<file path="src/spq_pkg.sv">
// Shared types and constants for the stable priority task queue.
// No dependencies; imported by every module of the block.
`timescale 1ns / 1ps
`default_nettype none

package spq_pkg;

    localparam int DEFAULT_QUEUE_DEPTH = 8;

    localparam int HANDLE_W   = 16;
    localparam int ARGUMENT_W = 32;
    localparam int PRIORITY_W = 10;
    localparam int ACTION_W   = 2;
    localparam int STATUS_W   = 2;

    // running priority while the queue is idle
    localparam logic [PRIORITY_W-1:0] IDLE_PRIORITY = PRIORITY_W'(999);

    typedef enum logic [ACTION_W-1:0] {
        ACT_ENQUEUE = 2'd0,
        ACT_POP     = 2'd1,
        ACT_FINISH  = 2'd2
    } action_t;

    typedef enum logic [STATUS_W-1:0] {
        ST_OK    = 2'd0,
        ST_FULL  = 2'd1,
        ST_EMPTY = 2'd2
    } status_t;

    typedef struct packed {
        logic [HANDLE_W-1:0]   handle;
        logic [ARGUMENT_W-1:0] argument;
        logic [PRIORITY_W-1:0] prio;
    } entry_t;

    localparam int ENTRY_W = $bits(entry_t);

    typedef enum logic [2:0] {
        S_IDLE,
        S_INS_RD,
        S_INS_CMP,
        S_POP,
        S_DONE
    } state_t;

endpackage

`default_nettype wire

</file>
<file path="src/spq_store.sv">
// Entry store: single write port, single registered read port.
// Depends on spq_pkg for the entry width.
`timescale 1ns / 1ps
`default_nettype none

module spq_store #(
    parameter int DEPTH  = spq_pkg::DEFAULT_QUEUE_DEPTH,
    parameter int ADDR_W = (DEPTH > 1) ? $clog2(DEPTH) : 1
) (
    input  wire logic                     clk,
    input  wire logic                     wr_en,
    input  wire logic [ADDR_W-1:0]        wr_addr,
    input  wire logic [spq_pkg::ENTRY_W-1:0] wr_data,
    input  wire logic                     rd_en,
    input  wire logic [ADDR_W-1:0]        rd_addr,
    output      logic [spq_pkg::ENTRY_W-1:0] rd_data
);
    import spq_pkg::*;

    logic [ENTRY_W-1:0] mem [DEPTH];

    always_ff @(posedge clk)
    begin
        if (wr_en)
        begin
            mem[wr_addr] <= wr_data;
        end
    end

    // read data holds until the next read is issued
    always_ff @(posedge clk)
    begin
        if (rd_en)
        begin
            rd_data <= mem[rd_addr];
        end
    end

endmodule

`default_nettype wire

</file>
<file path="src/spq_ctrl.sv">
// Queue controller: sequencer, circular head/count, sorted insert walk,
// running state and the result register. Depends on spq_pkg.
`timescale 1ns / 1ps
`default_nettype none

module spq_ctrl #(
    parameter int DEPTH  = spq_pkg::DEFAULT_QUEUE_DEPTH,
    parameter int ADDR_W = (DEPTH > 1) ? $clog2(DEPTH) : 1
) (
    input  wire logic                          clk,
    input  wire logic                          rst_n,
    // task channel
    input  wire logic                          task_valid,
    output      logic                          task_stall,
    input  wire logic [spq_pkg::ACTION_W-1:0]  action,
    input  wire logic [spq_pkg::HANDLE_W-1:0]  task_handle,
    input  wire logic [spq_pkg::ARGUMENT_W-1:0] task_argument,
    input  wire logic [spq_pkg::PRIORITY_W-1:0] task_priority,
    // result channel
    output      logic                          result_valid,
    input  wire logic                          result_stall,
    output      logic [spq_pkg::STATUS_W-1:0]  status,
    output      logic [spq_pkg::HANDLE_W-1:0]  popped_handle,
    output      logic [spq_pkg::ARGUMENT_W-1:0] popped_argument,
    output      logic [spq_pkg::PRIORITY_W-1:0] popped_priority,
    output      logic                          preempt,
    // store port
    output      logic                          wr_en,
    output      logic [ADDR_W-1:0]             wr_addr,
    output      logic [spq_pkg::ENTRY_W-1:0]   wr_data,
    output      logic                          rd_en,
    output      logic [ADDR_W-1:0]             rd_addr,
    input  wire logic [spq_pkg::ENTRY_W-1:0]   rd_data
);
    import spq_pkg::*;

    localparam int CNT_W = $clog2(DEPTH + 1);
    localparam int SUM_W = CNT_W + 1;

    state_t                 state_reg, state_next;
    logic [CNT_W-1:0]       count_reg, count_next;
    logic [ADDR_W-1:0]      head_reg, head_next;
    logic [CNT_W-1:0]       pos_reg, pos_next;
    entry_t                 item_reg, item_next;
    logic                   running_reg, running_next;
    logic [PRIORITY_W-1:0]  run_prio_reg, run_prio_next;

    // pending result
    logic [STATUS_W-1:0]    res_status_reg, res_status_next;
    entry_t                 res_entry_reg, res_entry_next;
    logic                   res_preempt_reg, res_preempt_next;

    // output register
    logic                   out_valid_reg, out_valid_next;
    logic [STATUS_W-1:0]    out_status_reg, out_status_next;
    entry_t                 out_entry_reg, out_entry_next;
    logic                   out_preempt_reg, out_preempt_next;

    entry_t                 rd_entry;
    logic                   out_free;
    logic                   task_accept;

    // logical position -> physical slot of the circular store
    function automatic logic [ADDR_W-1:0] slot_addr(
        input logic [ADDR_W-1:0] base,
        input logic [CNT_W-1:0]  off
    );
        logic [SUM_W-1:0] s;
        s = SUM_W'(base) + SUM_W'(off);
        if (s >= SUM_W'(DEPTH))
        begin
            s = s - SUM_W'(DEPTH);
        end
        return s[ADDR_W-1:0];
    endfunction

    assign rd_entry    = entry_t'(rd_data);
    assign out_free    = !out_valid_reg || !result_stall;
    assign task_stall  = (state_reg != S_IDLE);
    assign task_accept = task_valid && (state_reg == S_IDLE);

    // next state
    always_comb
    begin
        state_next = state_reg;
        case (state_reg)
            S_IDLE:
            begin
                if (task_valid)
                begin
                    if (action == ACT_ENQUEUE && count_reg != CNT_W'(DEPTH))
                    begin
                        state_next = S_INS_RD;
                    end
                    else if (action == ACT_POP && count_reg != '0)
                    begin
                        state_next = S_POP;
                    end
                    else
                    begin
                        state_next = S_DONE;
                    end
                end
            end
            S_INS_RD:
            begin
                state_next = (pos_reg == '0) ? S_DONE : S_INS_CMP;
            end
            S_INS_CMP:
            begin
                state_next = (rd_entry.prio > item_reg.prio) ? S_INS_RD : S_DONE;
            end
            S_POP:
            begin
                state_next = S_DONE;
            end
            S_DONE:
            begin
                if (out_free)
                begin
                    state_next = S_IDLE;
                end
            end
            default:
            begin
                state_next = S_IDLE;
            end
        endcase
    end

    // datapath and store requests
    always_comb
    begin
        count_next       = count_reg;
        head_next        = head_reg;
        pos_next         = pos_reg;
        item_next        = item_reg;
        running_next     = running_reg;
        run_prio_next    = run_prio_reg;
        res_status_next  = res_status_reg;
        res_entry_next   = res_entry_reg;
        res_preempt_next = res_preempt_reg;

        out_valid_next   = out_valid_reg && result_stall;
        out_status_next  = out_status_reg;
        out_entry_next   = out_entry_reg;
        out_preempt_next = out_preempt_reg;

        wr_en   = 1'b0;
        wr_addr = slot_addr(head_reg, pos_reg);
        wr_data = ENTRY_W'(item_reg);
        rd_en   = 1'b0;
        rd_addr = head_reg;

        case (state_reg)
            S_IDLE:
            begin
                if (task_accept)
                begin
                    item_next        = '{handle: task_handle, argument: task_argument,
                                         prio: task_priority};
                    pos_next         = count_reg;
                    res_status_next  = ST_OK;
                    res_entry_next   = '0;
                    res_preempt_next = 1'b0;
                    case (action)
                        ACT_ENQUEUE:
                        begin
                            if (count_reg == CNT_W'(DEPTH))
                            begin
                                res_status_next = ST_FULL;
                            end
                            else
                            begin
                                res_preempt_next = running_reg &&
                                                   (task_priority < run_prio_reg);
                            end
                        end
                        ACT_POP:
                        begin
                            if (count_reg == '0)
                            begin
                                res_status_next = ST_EMPTY;
                            end
                            else
                            begin
                                rd_en   = 1'b1;
                                rd_addr = head_reg;
                            end
                        end
                        ACT_FINISH:
                        begin
                            running_next  = 1'b0;
                            run_prio_next = IDLE_PRIORITY;
                        end
                        default:
                        begin
                        end
                    endcase
                end
            end
            S_INS_RD:
            begin
                if (pos_reg == '0)
                begin
                    // new entry goes to the head
                    wr_en      = 1'b1;
                    wr_addr    = slot_addr(head_reg, pos_reg);
                    wr_data    = ENTRY_W'(item_reg);
                    count_next = count_reg + 1'b1;
                end
                else
                begin
                    rd_en   = 1'b1;
                    rd_addr = slot_addr(head_reg, pos_reg - 1'b1);
                end
            end
            S_INS_CMP:
            begin
                wr_en   = 1'b1;
                wr_addr = slot_addr(head_reg, pos_reg);
                if (rd_entry.prio > item_reg.prio)
                begin
                    // shift the less urgent entry one slot back
                    wr_data  = rd_data;
                    pos_next = pos_reg - 1'b1;
                end
                else
                begin
                    wr_data    = ENTRY_W'(item_reg);
                    count_next = count_reg + 1'b1;
                end
            end
            S_POP:
            begin
                res_entry_next = rd_entry;
                running_next   = 1'b1;
                run_prio_next  = rd_entry.prio;
                count_next     = count_reg - 1'b1;
                head_next      = slot_addr(head_reg, CNT_W'(1));
            end
            S_DONE:
            begin
                if (out_free)
                begin
                    out_valid_next   = 1'b1;
                    out_status_next  = res_status_reg;
                    out_entry_next   = res_entry_reg;
                    out_preempt_next = res_preempt_reg;
                end
            end
            default:
            begin
            end
        endcase
    end

    always_ff @(posedge clk or negedge rst_n)
    begin
        if (!rst_n)
        begin
            state_reg     <= S_IDLE;
            count_reg     <= '0;
            head_reg      <= '0;
            running_reg   <= 1'b0;
            run_prio_reg  <= IDLE_PRIORITY;
            out_valid_reg <= 1'b0;
        end
        else
        begin
            state_reg     <= state_next;
            count_reg     <= count_next;
            head_reg      <= head_next;
            running_reg   <= running_next;
            run_prio_reg  <= run_prio_next;
            out_valid_reg <= out_valid_next;
        end
    end

    always_ff @(posedge clk)
    begin
        pos_reg         <= pos_next;
        item_reg        <= item_next;
        res_status_reg  <= res_status_next;
        res_entry_reg   <= res_entry_next;
        res_preempt_reg <= res_preempt_next;
        out_status_reg  <= out_status_next;
        out_entry_reg   <= out_entry_next;
        out_preempt_reg <= out_preempt_next;
    end

    assign result_valid    = out_valid_reg;
    assign status          = out_status_reg;
    assign popped_handle   = out_entry_reg.handle;
    assign popped_argument = out_entry_reg.argument;
    assign popped_priority = out_entry_reg.prio;
    assign preempt         = out_preempt_reg;

endmodule

`default_nettype wire

</file>
<file path="src/stable_priority_task_queue_core.sv">
// Stable priority task queue. An accepted transaction goes from idle straight to done for
// finish, full, empty or unused codes and through the pop state for a pop; an enqueue that
// moves past less urgent entries alternates read and compare, then writes itself and is done.
// One transaction at a time: the next one is taken the cycle after the result is registered;
// the insert walk reads a store entry, then compares and rewrites it (registered read port).
// Reset (rst_n, async low) empties the queue and sets it idle with running priority 999.
`timescale 1ns / 1ps
`default_nettype none

module stable_priority_task_queue_core #(
    parameter int QUEUE_DEPTH = spq_pkg::DEFAULT_QUEUE_DEPTH
) (
    input  wire logic                          clk,
    input  wire logic                          rst_n,
    // task channel
    input  wire logic                          task_valid,
    output      logic                          task_stall,
    input  wire logic [spq_pkg::ACTION_W-1:0]  action,
    input  wire logic [spq_pkg::HANDLE_W-1:0]  task_handle,
    input  wire logic [spq_pkg::ARGUMENT_W-1:0] task_argument,
    input  wire logic [spq_pkg::PRIORITY_W-1:0] task_priority,
    // result channel
    output      logic                          result_valid,
    input  wire logic                          result_stall,
    output      logic [spq_pkg::STATUS_W-1:0]  status,
    output      logic [spq_pkg::HANDLE_W-1:0]  popped_handle,
    output      logic [spq_pkg::ARGUMENT_W-1:0] popped_argument,
    output      logic [spq_pkg::PRIORITY_W-1:0] popped_priority,
    output      logic                          preempt
);
    import spq_pkg::*;

    // slot index width of the circular entry store
    localparam int ADDR_W = (QUEUE_DEPTH > 1) ? $clog2(QUEUE_DEPTH) : 1;

    logic                wr_en;
    logic [ADDR_W-1:0]   wr_addr;
    logic [ENTRY_W-1:0]  wr_data;
    logic                rd_en;
    logic [ADDR_W-1:0]   rd_addr;
    logic [ENTRY_W-1:0]  rd_data;

    // Controller: keeps head/count of the circular store, runs the sorted
    // insert from the tail toward the head (stops behind equal priorities,
    // so ties leave in arrival order), pops by advancing the head, and
    // holds the result register so a finished result can wait on the
    // result channel while the next transaction is taken.
    spq_ctrl #(
        .DEPTH  (QUEUE_DEPTH),
        .ADDR_W (ADDR_W)
    ) u_ctrl (
        .clk             (clk),
        .rst_n           (rst_n),
        .task_valid      (task_valid),
        .task_stall      (task_stall),
        .action          (action),
        .task_handle     (task_handle),
        .task_argument   (task_argument),
        .task_priority   (task_priority),
        .result_valid    (result_valid),
        .result_stall    (result_stall),
        .status          (status),
        .popped_handle   (popped_handle),
        .popped_argument (popped_argument),
        .popped_priority (popped_priority),
        .preempt         (preempt),
        .wr_en           (wr_en),
        .wr_addr         (wr_addr),
        .wr_data         (wr_data),
        .rd_en           (rd_en),
        .rd_addr         (rd_addr),
        .rd_data         (rd_data)
    );

    // Entry store: only slots inside the live window are ever read, so it
    // needs no clearing after reset.
    spq_store #(
        .DEPTH  (QUEUE_DEPTH),
        .ADDR_W (ADDR_W)
    ) u_store (
        .clk     (clk),
        .wr_en   (wr_en),
        .wr_addr (wr_addr),
        .wr_data (wr_data),
        .rd_en   (rd_en),
        .rd_addr (rd_addr),
        .rd_data (rd_data)
    );

endmodule

`default_nettype wire

</file>
<file path="config.mk">
export PLATFORM = sky130hd
export DESIGN_NAME = stable_priority_task_queue_core
export DESIGN_NICKNAME = d
export VERILOG_FILES = /design/src/spq_pkg.sv /design/src/spq_store.sv /design/src/spq_ctrl.sv /design/src/stable_priority_task_queue_core.sv
export SDC_FILE = /design/constraint.sdc
export NUM_CORES = 1
export LEC_CHECK = 0
export BUFFER_PORTS_ARGS = -buffer_cell sky130_fd_sc_hd__buf_2
export CORE_MARGIN = 2
export CORE_UTILIZATION = 50
export DETAILED_ROUTE_END_ITERATION = 7
export PLACE_DENSITY = 0.72
export SYNTH_ARGS = -nofsm -noshare
export SYNTH_HDL_FRONTEND = slang
export SYNTH_SLANG_ARGS = --single-unit
</file>
<file path="constraint.sdc">
create_clock -name clk -period 7 [get_ports clk]
set_input_delay 2.1 -clock clk [delete_from_list [all_inputs] [get_ports clk]]
set_output_delay 2.1 -clock clk [all_outputs]
set_load 0.01 [all_outputs]
</file>
==> results.cfg <==
[clock_tree]
clk_pin_slew_ps = 60
cts_sinks = 728
htreeDepth = 3
root_buffer = clkbuf_16
ctsResizeCount = 0
clk_latency_ps = 600
postCtsSetupBuffers = 0
cts_tree = done
cts_buffers = 71
cts_hold_buf = 0
clock_path_buffers = 3

[sta]
final_hold_viol_count = 0
final-setup-viol-count = 0
fin_crit_ps = 3736
period_share_pct = 53.37
setup_tns_ps = 0
finalMaxSlewViolations = 0
max_freq_ghz = 0.2677
worst_pin_slew_ps = 1165
whs_ps = 417.4
slew_headroom_pct = 22.33
rsz0062_at_grt = false
clock_skew_ps = 17.41

[logic_synthesis]
yosysSeqAreaShare_pct = 76.01
netlist_instances = 1491
synthesis.nets = 1583
synthTopCellsByArea = edfxtp_1 (74%), mux2i_1 (12%), mux2_2 (4.3%), and2_1 (1.2%), dfrtp_1 (1.2%)
synth_edf_count = 706
ys_warn_count = 0
synthArstFlopShare_pct = 3.022
ys.flop_type = edfxtp_1
synth_area_leader_cell = edfxtp_1
yosysTopAreaCellShare_pct = 74.05
ys_top_cells_by_count = edfxtp_1 (706), mux2i_1 (351), mux2_2 (109)
ys_ff_latch = 728
yosysUniqueCellTypes = 46
synthesis.area_sq_mm = 0.02863
syn_avg_cell_area_sq_um = 19.20
yosysMostFrequentCell = edfxtp_1

[final_layout]
fill_cells = 4184
syn_to_final_growth_pct = 13.07
antennaDiodeCount = 0
largest_reg_flops = 464
multiInputGateArea_sq_mm = 0.006486
top_register = u_store.mem
final_area_sq_mm = 0.03237
register_area_sq_mm = 0.02176
drive_above_1_share_pct = 22.87
num-nets-final = 1744

[power_and_ir_drop]
p_sw_share_pct = 29.44
clkPwrFrac_pct = 26.6
power_frac_seq_pct = 46.2
power_density_mw_per_mm2 = 426.0
pwr-share-comb_pct = 27.2
p_switching_w = 0.004060
intPower_w = 0.009729
power_leakage_nw = 11.29
power.total_w = 0.01379
ir_drop_v = 0.0006027

[floorplanning]
rows = 87
die_w_um = 243.3
start_util_pct = 50.67
ioPinCount = 127
core-area_sq_mm = 0.05650
die-height_um = 243.3
die_area_sq_mm = 0.05919

[critical_path]
rr_startpoint = u_ctrl.pos_reg[0]$_DFFE_PP_
arrival_ps = 4070
crit_fanout = 37
startpoint_type = register
critPathTopFamily = XOR/XNOR gates
path_depth = 8
worstSetupEndpoint = u_store.rd_data[24]$_DFFE_PP_
r2r-end = u_store.rd_data[24]$_DFFE_PP_
path_buf_inv = 2
required_ps = 7340
path_cells = inv_1 > ha_1 > nor3b_2 > nor3_4 > nand2_1 > xor2_4 > buf_4 > mux2_2
ff2ff_path_depth = 8
crit_type = reg -> reg
cp-startpoint = u_ctrl.pos_reg[0]$_DFFE_PP_
critPathCaptureType = register
crit_path_max_incr_delay_ps = 860
slowest_stage = xor2_4
ff2ff_setup_slack_ps = 3260

[global_route]
grt_overflow_total = 0
grt_pass1_wl_mm = 82.06
track_usage_pct = 18.33
first_global_vias = 13960
grt_max_degree = 144
antenna_found_initial = 1

[status]
status = finished, final reports clean

[drt]
route.vias.total = 13420
dr.pass1.iters = 5
wl_per_cell_um = 21.97
route.detailed.drc = 0
drtAntennaViolNets = 0
wl_mm = 54.07
drt_iter0_drc = 844
vias_per_cell = 5.452

[placed_design]
routabilityCongestion = 0.7975
place_area_sq_mm = 0.03015
dpl.hpwl_mm = 27.78
io_buffer_count = 126

[min_path]
hold_path.class = reg -> reg

[job]
maxCapViolations = 0
layout make-up:
type / count / share of cell area (%)
tap: 756 / 2.922
sequential: 728 / 67.22
clock inverter: 37 / 0.9740
inverter: 32 / 0.3749
clock buffer: 89 / 5.894
timing repair buffer: 148 / 2.574
multi-input combinational: 671 / 20.04
power by group through the flow:
stage	logic, W	registers (W)	clock network, W
final	0.00376	0.00637	0.00366
after global routing	0.00406	0.00643	0.00392
after CTS	0.00381	0.00637	0.00374
after detailed placement	0.00378	0.00645	0
after global placement	0.00366	0.00643	0
after floorplan	0.00277	0.00642	0
layer usage:
metal | vias to the layer above | routed length, um | global-route usage [%]
met3 | 78 | 2727 | 3.294
met1 | 6923 | 23390 | 24.25
met5 | - | 0 | 0
li1 | 6124 | - | -
met4 | 0 | 1206 | 6.297
met2 | 292 | 26740 | 30.71
worst min-delay path by stage:
stage / cells after the start / startpoint / to
final: 0 / u_ctrl.res_entry_reg[55]$_SDFFCE_PN0P_ / u_ctrl.popped_handle[13]$_DFFE_PP_
after CTS: 0 / u_ctrl.res_entry_reg[55]$_SDFFCE_PN0P_ / u_ctrl.popped_handle[13]$_DFFE_PP_
after global placement: 0 / u_ctrl.res_entry_reg[3]$_SDFFCE_PN0P_ / u_ctrl.popped_priority[3]$_DFFE_PP_
after floorplan: 0 / u_ctrl.res_entry_reg[10]$_SDFFCE_PN0P_ / u_ctrl.popped_argument[0]$_DFFE_PP_
after global routing: 0 / u_ctrl.res_entry_reg[8]$_SDFFCE_PN0P_ / u_ctrl.popped_priority[8]$_DFFE_PP_
after detailed placement: 0 / u_ctrl.res_entry_reg[15]$_SDFFCE_PN0P_ / u_ctrl.popped_argument[5]$_DFFE_PP_
metrics by stage:
stage          setup slack (ps)  cells  util (%)
2_1_floorplan             764.6   1491         -
3_3_place_gp               2935   2335     53.36
3_5_place_dp               2884   2335     53.36
4_1_cts                    3205   2461     57.30
5_1_grt                    3052   2461     57.30
6_report                   3264   2461     57.30
layout by cell type (no fill, tap or decap), types with 4 or more instances in the layout:
| cell type | netlist | final |
|---|---|---|
| o21ai_0 | 7 | 7 |
| ha_1 | 25 | 25 |
| nor3_1 | 9 | 5 |
| nor2_4 | 0 | 4 |
| clkbuf_1 | 12 | 15 |
| bufinv_16 | 0 | 5 |
| mux2i_1 | 351 | 349 |
| nor2_1 | 9 | 5 |
| a21oi_1 | 6 | 5 |
| inv_1 | 30 | 29 |
| dfrtp_1 | 14 | 14 |
| clkinv_1 | 2 | 18 |
| buf_2 | 25 | 126 |
| dfstp_2 | 8 | 8 |
| buf_4 | 10 | 19 |
| clkbuf_16 | 0 | 74 |
| xnor2_1 | 10 | 10 |
| mux2_2 | 109 | 109 |
| and2_1 | 57 | 57 |
| nor3_2 | 1 | 4 |
| o22a_1 | 8 | 8 |
| clkinv_2 | 0 | 11 |
| mux2_4 | 9 | 9 |
| edfxtp_1 | 706 | 706 |
| a21o_1 | 9 | 9 |
| nand2_1 | 23 | 22 |
| nand3_1 | 4 | 4 |
cells by family after synthesis:
kind of cell	count (synthesis)	synth area share [%]
AOI/OAI and AO/OA	43	1.119
DFF	728	76.01
xor gates and xnor gates	14	0.4283
and+or+nand+nor	117	2.321
buffers and inverters	92	1.788
adders and majority gates	28	1.302
muxes	469	17.03
worst reg2reg max path: cells and delay by family (launching register included):
family	cells	cell delay (ps)
muxes	1	440
adders and majority gates	1	230
and+or+nand+nor	3	810
xor gates and xnor gates	1	860
DFF	1	400
buffers and inverters	2	760
Note: power is estimated with default switching activity, not from simulation.
